## src/hdl/bspq_pkg.sv

```systemverilog
// ----------------------------------------------------------------------------
// bspq_pkg
// Shared constants, types and helpers for the bounded sorted priority queue.
// ----------------------------------------------------------------------------
package bspq_pkg;

	localparam int DEPTH      = 16;
	localparam int KEY_WIDTH  = 32;
	localparam int IDX_W      = (DEPTH > 1) ? $clog2(DEPTH) : 1;
	localparam int CNT_W      = $clog2(DEPTH + 1);

	localparam int KEY_PORT_W = 32;
	localparam int CAP_W      = 5;
	localparam int COUNT_W    = 5;
	localparam int CFG_IDX_W  = 2;
	localparam int CFG_DATA_W = 5;
	localparam int CMP_W      = (CNT_W > CAP_W) ? CNT_W : CAP_W;

	localparam logic [CAP_W-1:0] CAP_RESET = CAP_W'(16);

	typedef logic [KEY_WIDTH-1:0] key_t;
	typedef logic [CNT_W-1:0]     cnt_t;

	typedef enum logic {
		OP_PUSH = 1'b0,
		OP_POP  = 1'b1
	} op_t;

	typedef enum logic [2:0] {
		ST_INSERTED  = 3'd0,
		ST_EVICTED   = 3'd1,
		ST_REJECTED  = 3'd2,
		ST_POPPED    = 3'd3,
		ST_POP_EMPTY = 3'd4
	} status_t;

	typedef enum logic [CFG_IDX_W-1:0] {
		REG_CAPACITY   = 2'd0,
		REG_ORDER_MODE = 2'd1
	} cfg_reg_t;

	// controller to datapath
	typedef struct packed {
		logic load;
		logic exec;
	} ctrl_cmd_t;

	// true if a has strictly higher priority than b
	function automatic logic beats(key_t a, key_t b, logic mode);
		return mode ? (a < b) : (a > b);
	endfunction

endpackage

```

## src/hdl/bspq_ctrl.sv

```systemverilog
// ----------------------------------------------------------------------------
// bspq_ctrl
// Sequencer: captures one item, runs it through the datapath and manages the
// output register handshake.
// ----------------------------------------------------------------------------
module bspq_ctrl (
	input  logic                clk,
	input  logic                arst_n,
	input  logic                in_valid,
	output logic                in_stall,
	output logic                out_valid,
	input  logic                out_stall,
	output bspq_pkg::ctrl_cmd_t cmd
);

	typedef enum logic {
		S_IDLE,
		S_EXEC
	} state_t;

	state_t state_q;
	logic   out_valid_q;

	always_comb begin
		cmd.load = (state_q == S_IDLE) && in_valid;
		// result register must be free or draining this cycle
		cmd.exec = (state_q == S_EXEC) && (!out_valid_q || !out_stall);
	end

	assign in_stall  = (state_q != S_IDLE);
	assign out_valid = out_valid_q;

	always_ff @(posedge clk or negedge arst_n) begin
		if (!arst_n) begin
			state_q     <= S_IDLE;
			out_valid_q <= 1'b0;
		end else begin
			unique case (state_q)
				S_IDLE: begin
					if (in_valid) begin
						state_q <= S_EXEC;
					end
				end
				S_EXEC: begin
					if (cmd.exec) begin
						state_q <= S_IDLE;
					end
				end
				default: state_q <= S_IDLE;
			endcase
			if (cmd.exec) begin
				out_valid_q <= 1'b1;
			end else if (out_valid_q && !out_stall) begin
				out_valid_q <= 1'b0;
			end
		end
	end

`ifndef NO_ASSERTIONS
	a_exec_only_in_exec: assert property (@(posedge clk) disable iff (!arst_n)
		cmd.exec |=> out_valid_q && (state_q == S_IDLE))
		else $error("result not presented after execute");

	a_no_overwrite: assert property (@(posedge clk) disable iff (!arst_n)
		(out_valid_q && out_stall) |-> !cmd.exec)
		else $error("held result overwritten");

	a_load_starts_exec: assert property (@(posedge clk) disable iff (!arst_n)
		cmd.load |=> (state_q == S_EXEC))
		else $error("captured item not executed");
`endif

endmodule

```

## src/hdl/bspq_dp.sv

```systemverilog
// ----------------------------------------------------------------------------
// bspq_dp
// Datapath: sorted key array with parallel compare and shift, occupancy,
// configuration registers and the result register.
// ----------------------------------------------------------------------------
module bspq_dp (
	input  logic                                 clk,
	input  logic                                 arst_n,
	input  bspq_pkg::ctrl_cmd_t                  cmd,
	input  logic                                 op,
	input  logic [bspq_pkg::KEY_PORT_W-1:0]      key,
	input  logic                                 cfg_we,
	input  logic [bspq_pkg::CFG_IDX_W-1:0]       cfg_index,
	input  logic [bspq_pkg::CFG_DATA_W-1:0]      cfg_data,
	output logic [2:0]                           status,
	output logic [bspq_pkg::KEY_PORT_W-1:0]      out_key,
	output logic [bspq_pkg::COUNT_W-1:0]         count
);

	localparam int DEPTH = bspq_pkg::DEPTH;
	localparam int CNT_W = bspq_pkg::CNT_W;

	bspq_pkg::key_t                   entries_q [DEPTH];
	bspq_pkg::key_t                   entries_nxt [DEPTH];
	bspq_pkg::cnt_t                   occ_q;
	logic [bspq_pkg::CAP_W-1:0]       cap_q;
	logic                             mode_q;
	logic                             op_q;
	bspq_pkg::key_t                   key_q;
	bspq_pkg::status_t                status_q;
	bspq_pkg::key_t                   okey_q;
	bspq_pkg::cnt_t                   count_q;

	bspq_pkg::cnt_t                   cap_eff;
	bspq_pkg::cnt_t                   occ_t;
	bspq_pkg::cnt_t                   occ_m1;
	bspq_pkg::cnt_t                   base;
	bspq_pkg::cnt_t                   occ_nxt;
	bspq_pkg::key_t                   last_key;
	bspq_pkg::key_t                   okey_nxt;
	bspq_pkg::status_t                status_nxt;
	logic                             is_pop;
	logic                             full;
	logic                             reject;
	logic                             evict;
	logic [DEPTH-1:0]                 place;
	bspq_pkg::key_t                   ins_val [DEPTH];

	// capacity above the array depth saturates
	always_comb begin
		if (bspq_pkg::CMP_W'(cap_q) > bspq_pkg::CMP_W'(DEPTH)) begin
			cap_eff = CNT_W'(DEPTH);
		end else begin
			cap_eff = CNT_W'(cap_q);
		end
		occ_t    = (occ_q > cap_eff) ? cap_eff : occ_q;
		occ_m1   = occ_t - CNT_W'(1);
		last_key = entries_q[occ_m1[bspq_pkg::IDX_W-1:0]];
		is_pop   = (op_q == bspq_pkg::OP_POP);
		full     = (occ_t == cap_eff);
		reject   = !is_pop && full &&
			((cap_eff == '0) || bspq_pkg::beats(last_key, key_q, mode_q));
		evict    = !is_pop && full && !reject;
		base     = evict ? occ_m1 : occ_t;
	end

	// place[i]: the new key lands at or above slot i
	for (genvar i = 0; i < DEPTH; i++) begin : g_place
		if (i == 0) begin : g_head
			assign place[i] = (CNT_W'(i) >= base) ||
				bspq_pkg::beats(key_q, entries_q[i], mode_q);
			assign ins_val[i] = place[i] ? key_q : entries_q[i];
		end else begin : g_body
			// first beaten slot wins, every later slot shifts down
			assign place[i] = place[i - 1] || (CNT_W'(i) >= base) ||
				bspq_pkg::beats(key_q, entries_q[i], mode_q);
			assign ins_val[i] = !place[i]     ? entries_q[i] :
			                    !place[i - 1] ? key_q        : entries_q[i - 1];
		end
		if (i == DEPTH - 1) begin : g_tail
			assign entries_nxt[i] = is_pop ? entries_q[i] : ins_val[i];
		end else begin : g_mid
			assign entries_nxt[i] = is_pop ? entries_q[i + 1] : ins_val[i];
		end
	end

	always_comb begin
		okey_nxt = '0;
		if (is_pop) begin
			if (occ_t == '0) begin
				status_nxt = bspq_pkg::ST_POP_EMPTY;
				occ_nxt    = occ_t;
			end else begin
				status_nxt = bspq_pkg::ST_POPPED;
				okey_nxt   = entries_q[0];
				occ_nxt    = occ_m1;
			end
		end else if (reject) begin
			status_nxt = bspq_pkg::ST_REJECTED;
			okey_nxt   = key_q;
			occ_nxt    = occ_t;
		end else if (evict) begin
			status_nxt = bspq_pkg::ST_EVICTED;
			okey_nxt   = last_key;
			occ_nxt    = base + CNT_W'(1);
		end else begin
			status_nxt = bspq_pkg::ST_INSERTED;
			occ_nxt    = base + CNT_W'(1);
		end
	end

	always_ff @(posedge clk or negedge arst_n) begin
		if (!arst_n) begin
			occ_q  <= '0;
			cap_q  <= bspq_pkg::CAP_RESET;
			mode_q <= 1'b0;
		end else begin
			if (cmd.exec) begin
				occ_q <= occ_nxt;
			end
			if (cfg_we) begin
				unique case (cfg_index)
					bspq_pkg::REG_CAPACITY:   cap_q  <= cfg_data[bspq_pkg::CAP_W-1:0];
					bspq_pkg::REG_ORDER_MODE: mode_q <= cfg_data[0];
					default: ;
				endcase
			end
		end
	end

	always_ff @(posedge clk) begin
		if (cmd.load) begin
			op_q  <= op;
			key_q <= bspq_pkg::KEY_WIDTH'(key);
		end
		if (cmd.exec) begin
			// on a reject or empty pop the array is written back unchanged
			// only where slots stay below the occupancy, so gate the update
			if (!reject && !(is_pop && occ_t == '0)) begin
				for (int i = 0; i < DEPTH; i++) begin
					entries_q[i] <= entries_nxt[i];
				end
			end
			status_q <= status_nxt;
			okey_q   <= okey_nxt;
			count_q  <= occ_nxt;
		end
	end

	assign status  = status_q;
	assign out_key = bspq_pkg::KEY_PORT_W'(okey_q);
	assign count   = bspq_pkg::COUNT_W'(count_q);

`ifndef NO_ASSERTIONS
	a_occ_bounded: assert property (@(posedge clk) disable iff (!arst_n)
		occ_q <= CNT_W'(DEPTH))
		else $error("occupancy beyond array depth");

	a_insert_grows: assert property (@(posedge clk) disable iff (!arst_n)
		(cmd.exec && !is_pop && !reject) |=> (occ_q == $past(base) + CNT_W'(1)))
		else $error("insert did not add one entry");

	a_zero_key: assert property (@(posedge clk) disable iff (!arst_n)
		cmd.exec |=> ((status_q != bspq_pkg::ST_INSERTED &&
		               status_q != bspq_pkg::ST_POP_EMPTY) || okey_q == '0))
		else $error("nonzero key on plain insert or empty pop");
`endif

endmodule

```

## src/hdl/bounded_sorted_priority_queue.sv

```systemverilog
// ----------------------------------------------------------------------------
// bounded_sorted_priority_queue
// Bounded priority queue holding keys in a sorted register array, highest
// priority first, with push/pop items and eviction of the lowest-priority key.
// ----------------------------------------------------------------------------
//
//  channel   handshake              payload
//  input     in_valid / in_stall    op, key
//  output    out_valid / out_stall  status, out_key, count
//  config    cfg_valid / cfg_ready  cfg_index, cfg_data
//
//  each item is captured first, then its key is compared against every entry
//  in parallel and the array shifted; a new item is accepted the cycle after
//  execute, while the previous result may still sit in the output register.
//  execute waits while that register is held by out_stall.
//  reset empties the queue, sets capacity to 16 and order_mode to 0; key
//  storage is not cleared. config writes are always ready.
//
module bounded_sorted_priority_queue (
	input  logic                               clk,
	input  logic                               arst_n,
	input  logic                               in_valid,
	output logic                               in_stall,
	input  logic                               op,
	input  logic [bspq_pkg::KEY_PORT_W-1:0]    key,
	output logic                               out_valid,
	input  logic                               out_stall,
	output logic [2:0]                         status,
	output logic [bspq_pkg::KEY_PORT_W-1:0]    out_key,
	output logic [bspq_pkg::COUNT_W-1:0]       count,
	input  logic                               cfg_valid,
	output logic                               cfg_ready,
	input  logic [bspq_pkg::CFG_IDX_W-1:0]     cfg_index,
	input  logic [bspq_pkg::CFG_DATA_W-1:0]    cfg_data
);

	bspq_pkg::ctrl_cmd_t cmd;

	assign cfg_ready = 1'b1;

	bspq_ctrl u_ctrl (
		.clk       (clk),
		.arst_n    (arst_n),
		.in_valid  (in_valid),
		.in_stall  (in_stall),
		.out_valid (out_valid),
		.out_stall (out_stall),
		.cmd       (cmd)
	);

	bspq_dp u_dp (
		.clk       (clk),
		.arst_n    (arst_n),
		.cmd       (cmd),
		.op        (op),
		.key       (key),
		.cfg_we    (cfg_valid && cfg_ready),
		.cfg_index (cfg_index),
		.cfg_data  (cfg_data),
		.status    (status),
		.out_key   (out_key),
		.count     (count)
	);

endmodule
```

## config.mk

```make
export PLATFORM = sky130hd
export DESIGN_NAME = bounded_sorted_priority_queue
export DESIGN_NICKNAME = d
export VERILOG_FILES = /design/src/hdl/bspq_pkg.sv /design/src/hdl/bspq_ctrl.sv /design/src/hdl/bspq_dp.sv /design/src/hdl/bounded_sorted_priority_queue.sv
export SDC_FILE = /design/constraint.sdc
export NUM_CORES = 2
export LEC_CHECK = 0
export BUFFER_PORTS_ARGS = -buffer_cell sky130_fd_sc_hd__buf_2
export CAP_MARGIN = 30
export CORE_MARGIN = 1
export CORE_UTILIZATION = 60
export DETAILED_ROUTE_END_ITERATION = 7
export PLACE_DENSITY_LB_ADDON = 0.15
export SYNTH_ARGS = -nofsm -noshare
export SYNTH_HDL_FRONTEND = slang
export SYNTH_SLANG_ARGS = --single-unit
```

## constraint.sdc

```tcl
create_clock -name clk -period 14.4 [get_ports clk]
set_input_delay 2.16 -clock clk [delete_from_list [all_inputs] [get_ports clk]]
set_output_delay 2.16 -clock clk [all_outputs]
set_load 0.05 [all_outputs]
```

---- Yosys cells after proc, flatten, opt, wreduce, memory -nomap -nowiden ----
Memories as Yosys holds them, arrays and structs flattened.
Index checks and enable logic that the tools add are counted.
cells by class
  add/subtract/negate cells ............... 2
  order comparisons ....................... 52
  eq/ne operators ......................... 2
  multiplexer cells ....................... 86
  bitwise logic cells ..................... 1
  reduce and logical (&&, ||, !) cells .... 52
operators with widths
  operator                                             number
  two-way mux 32 bit                                   51
  > comparator 32 bit                                  17
  less-than comparator 32 bit                          17
  >= comparator 4 x 5 -> 1 bit (first input constant)  8
  logical OR 1 bit                                     33
  two-way mux 5 bit                                    6
  two-way mux 1 bit                                    25
  >= comparator 3 x 5 -> 1 bit (first input constant)  4
  >= comparator 1 x 5 -> 1 bit (first input constant)  2
  >= comparator 2 x 5 -> 1 bit (first input constant)  2
  logical NOT 5 bit                                    2
  two-way mux 3 bit                                    3
  logical AND 1 bit                                    8
  adder 5 x 1 -> 5 bit (second input constant)         1
  == test 5 bit                                        1
  > comparator 5 bit                                   1
  > comparator 5 bit (second input constant)           1
  logical NOT 1 bit                                    5
  subtractor 5 x 1 -> 5 bit (second input constant)    1
  AND reduction 2 bit                                  2
  == test 2 x 1 -> 1 bit (second input constant)       1
  logical NOT 2 bit                                    1
  one-hot mux 1 bit (2 select lines)                   1
  nonzero test 2 bit                                   1
  inverter 1 bit                                       1
storage, ports and cells
  register bits ........................... 86
  bits in writable memories ............... 512
  input port bits ......................... 45
  output and inout bits ................... 43
  word-level logic and storage cells ...... 206
  memories ................................ 1
memory list
  memory          depth  bits a word  rd ports  clocked after memory_dff  write ports  line           source
  u_dp.entries_q  16     32           17        0                         16           bspq_dp.sv:23  bspq_pkg::key_t entries_q [DEPTH];

---- Longest topological paths before layout ----
An unclocked memory read counts as a cell.
  word-level depth ........................ 47
  mapped depth ............................ 42
  depth with buffers taken out ............ 33

---- Cells and area by module ----
A second synthesis with hierarchy kept.
unflattened totals
  cell total of the unflattened synthesis .. 4894
  area total of the unflattened synthesis .. 47282.8 um2
modules (own cells, without submodules)
  module                         instances  cells an instance  area an instance (um2)  sequential area each (um2)
  bspq_dp                        1          4886               47187.8                 17843.4
  bspq_ctrl                      1          6                  83.8                    50.0
  bounded_sorted_priority_queue  1          2                  11.3                    0.0

---- Worst setup path before layout ----
Ideal clock, no wire load.
  path type ............................... register to register
  start point ............................. reg u_dp.cap_q[4] in the netlist's numbering
  end point ............................... mem u_dp.entries_q[15][0] in the netlist's numbering (enable)
  library setup time ...................... 0.480 ns
  arrival ................................. 11.767 ns
  required time ........................... 13.920 ns
  setup slack ............................. 2.153 ns
  stages on the path, launching flop included .. 41
  path buffers ............................ 8
  clock period less this slack ............ 12.247 ns
  cells stage by stage .................... dfstp_2 buf_2 clkinv_1 nand2_1 ha_1 o21ai_1 o221a_4 nor2_1 a21o_1 inv_2 buf_2 buf_1 ha_1 clkbuf_1 nor2_1 o221a_2 nor3_1 clkbuf_1 (+5 left out) nor3_1 a21boi_1 o41a_2 mux2i_1 o21ai_1 buf_2 mux2_2 inv_1 ha_1 a2111oi_4 a211o_1 a2bb2oi_1 mux2i_1 a2111oi_0 nand3b_1 buf_2 nor3_1 a311oi_1
RTL lines
  item                    line            source
  start, declared         bspq_dp.sv:26   logic [bspq_pkg::CAP_W-1:0] cap_q;
  start signal, assigned  bspq_dp.sv:115  cap_q <= bspq_pkg::CAP_RESET;
  start signal, assigned  bspq_dp.sv:123  bspq_pkg::REG_CAPACITY: cap_q <= cfg_data[bspq_pkg::CAP_W-1:0];
  end, declared           bspq_dp.sv:23

==> impl_metrics.py <==
metrics = {
    "drt": {
        "drtIter0Drc": 7061,
        "drtAntennaViolNets": 0,
        "num_vias": 42831,
        "wirelength_um": 185000,
        "dr.pass1.iters": 8,
        "avgRoutedWirePerCell_um": 30.6,
        "drt_drc_violations_left": 8,
        "routed_via_density": 7.07,
    },
    "global_routing": {
        "grt_pass1_wl_um": 269000,
        "grtUsageMet3": 0.150,
        "use_met2": 0.629,
        "use_met1": 0.616,
        "grt_use_total": 0.448,
        "top_usage_layer": "met2",
        "grt_pass1_vias": 39872,
        "overflow": 0,
        "grt_max_degree": 227,
        "antenna_found_initial": 6,
    },
    "logic_synthesis": {
        "synth_mux_area_frac": 0.133,
        "yosysMostFrequentCell": "nand2_1",
        "yosys.area_share.simple": 0.113,
        "synth_xor_area_frac": 0.00234,
        "synth_compound_area_frac": 0.166,
        "synth_top_family_by_area": "compound AO/OA/AOI/OAI gates",
        "synth_cell_type_count": 93,
        "ys_seq_elements": 598,
        "yosys.area.top_type": "edfxtp_1",
        "synth_adder_area_share": 0.144,
        "synth_top_area_share": 0.365,
        "seq_area_frac_synth": 0.372,
        "async_reset_ff_frac": 0.0217,
        "synth-edff-count": 585,
        "synth_cells": 4984,
        "synth.top_cells.by_count": "nand2_1 (603), edfxtp_1 (585), ha_1 (554)",
        "synthFlopType": "edfxtp_1",
        "synthTopCellsByArea": "edfxtp_1 (37%), ha_1 (14%), mux2i_1 (7.0%)",
        "avgSynthCellArea_um2": 9.65,
        "yosysWarningCount": 0,
        "synthesis.area_um2": 48100,
        "synth_nets": 5583,
    },
    "finish": {
        "nets": 5556,
        "n_fill_cell": 6517,
        "layout-drive-gt1-share": 0.103,
        "synthToLayoutAreaGrowth_pct": 8.64,
    },
    "floorplan": {
        "dieArea_um2": 81300,
        "start_util": 0.608,
        "dieHeight_um": 285,
        "rows": 103,
        "die_x_um": 285,
        "io_pins": 88,
        "core_area_um2": 79100,
    },
    "placed_design": {
        "dp_hpwl_um": 129000,
        "io_buffer_count": 86,
        "globalplace.congestion": 1.03,
    },
    "critical_path": {
        "cp_max_fo": 36,
        "end_kind": "flop",
        "critPathRequiredTime_ps": 14740,
        "path_delay_family": "simple AND/OR/NAND/NOR gates",
        "startpoint_type": "flop",
        "r2r_setup_slack_ps": 1970,
        "path_common_cell": "buf_4",
        "path_buf_inv": 6,
        "slowest_delay_ps": 1010,
        "crit_type": "flop to flop",
        "critPathArrivalTime_ps": 12760,
        "crit_path_top_delay_cell": "nor4_1",
    },
    "cts": {
        "cts_buffers": 72,
        "htreeDepth": 3,
        "cts_setup_buffers": 0,
        "clock-sinks": 598,
        "clkLatencyLatePin_ps": 640,
        "root_buffer": "clkbuf_16",
        "clk_path_buf_depth": 3,
        "cts_tree": "done",
        "ctsHoldBuffers": 0,
        "clkTransAtPathRegs_ps": 50,
        "cts_resized": 0,
    },
    "worst_hold_path": {
        "hp-class": "flop to flop",
    },
    "timing": {
        "setup_violations": 0,
        "slew_viol_final": 0,
        "period_minus_slack_ps": 12430,
        "slew_headroom": 0.216,
        "fin_setup_tns_ps": 0,
        "skew_ps": 32.4,
        "hold_viol": 0,
        "worst_slew_pin_slew_ps": 1150,
        "finalCritPeriodShare": 0.863,
        "rsz0062_at_grt": "no",
        "fmax_mhz": 80.5,
    },
    "status": {
        "violations": "design-rule violations",
        "run_status": "finished with violations",
    },
    "flow_run": {
        "drv_cap": 0,
    },
}
-- cell type report --
class,count,area [um^2],share of cell area
diodes,3,7.51,0.000144
clock buffers,94,1940,0.0371
clock inverters,29,319,0.00610
inverters,556,2090,0.0400
multi-input cells,3522,27300,0.522
flip-flops and latches,598,17900,0.342
well taps,1050,1310,0.0251
repair buffers,207,1430,0.0273
-- logic make-up after synthesis --
logic type / count (synthesis)
buffers and inverters: 864
xor gates and xnor gates: 12
AOI/OAI and AO/OA: 1275
muxes: 478
adders and majority gates: 554
DFF: 598
other: 1
and+or+nand+nor: 1202
-- placed cells by master, fill, tap and decap left out, types with 12 or more instances in the layout --
cell type	synthesis	layout
a211oi_1	70	69
a21o_1	102	101
a21oi_1	247	235
a21oi_4	1	13
a22oi_1	30	30
a31oi_1	77	76
and3_1	14	13
and4_1	15	15
buf_2	30	89
buf_4	1	109
clkbuf_1	246	19
clkbuf_16	0	74
dfrtp_1	12	12
edfxtp_1	585	585
ha_1	554	553
inv_1	552	552
mux2_2	13	13
mux2i_1	336	335
mux4_2	128	128
nand2_1	603	602
nand2b_1	14	14
nand3_1	87	85
nand4_1	122	122
nor2_1	206	199
nor2b_1	27	26
nor3_1	52	48
o211ai_1	23	23
o21a_1	16	16
o21ai_0	462	462
o221ai_1	34	34
o22ai_1	40	40
o311ai_0	65	65
-- worst min-delay path: cells and delay by family, from the launching register on --
family	cells	cell delay [ps]
DFF	1	330
and+or+nand+nor	2	140
-- routing by layer --
metal,wire length (um),vias to the layer above
met5,26,-
met4,11100,4
met3,29100,511
met2,75600,3436
met1,69600,20406
li1,-,18474
-- final timing paths --
path	startpoint	to	depth (start not counted)
min reg2reg	u_ctrl.out_valid	u_ctrl.out_valid	2
max reg2reg	u_dp.cap_q[4]	u_dp.entries_q[11][17]	32
max in group asynchronous	arst_n	u_dp.cap_q[4]	1
max	u_dp.cap_q[4]	u_dp.entries_q[11][17]	32
min	u_ctrl.out_valid	u_ctrl.out_valid	2
min in group asynchronous	arst_n	u_dp.mode_q	1
-- metrics by stage --
step	cells	instance area (um^2)	hold slack [ps]	util	setup slack (ps)
3_3_place_gp	5920	49900	490	0.630	2280
3_5_place_dp	5929	49900	497	0.631	2170
4_1_cts	6052	52200	513	0.660	2180
6_report	6059	52300	507	0.660	1970
5_1_grt	6056	52300	571	0.660	1450
2_1_floorplan	4984	48100	525	-	2150
-- flip-flops by register name, indices dropped and copies added (netlist names) --
name              count
u_ctrl.in_stall       1
u_ctrl.out_valid      1
u_dp.cap_q            5
u_dp.count            5
u_dp.entries_q      512
u_dp.is_pop           1
u_dp.key_q           32
u_dp.mode_q           1
u_dp.occ_q            5
u_dp.out_key         32
u_dp.status           3
Power is not shown: default switching activity piles up to over one toggle a cycle in this logic, so the estimate is an artifact.
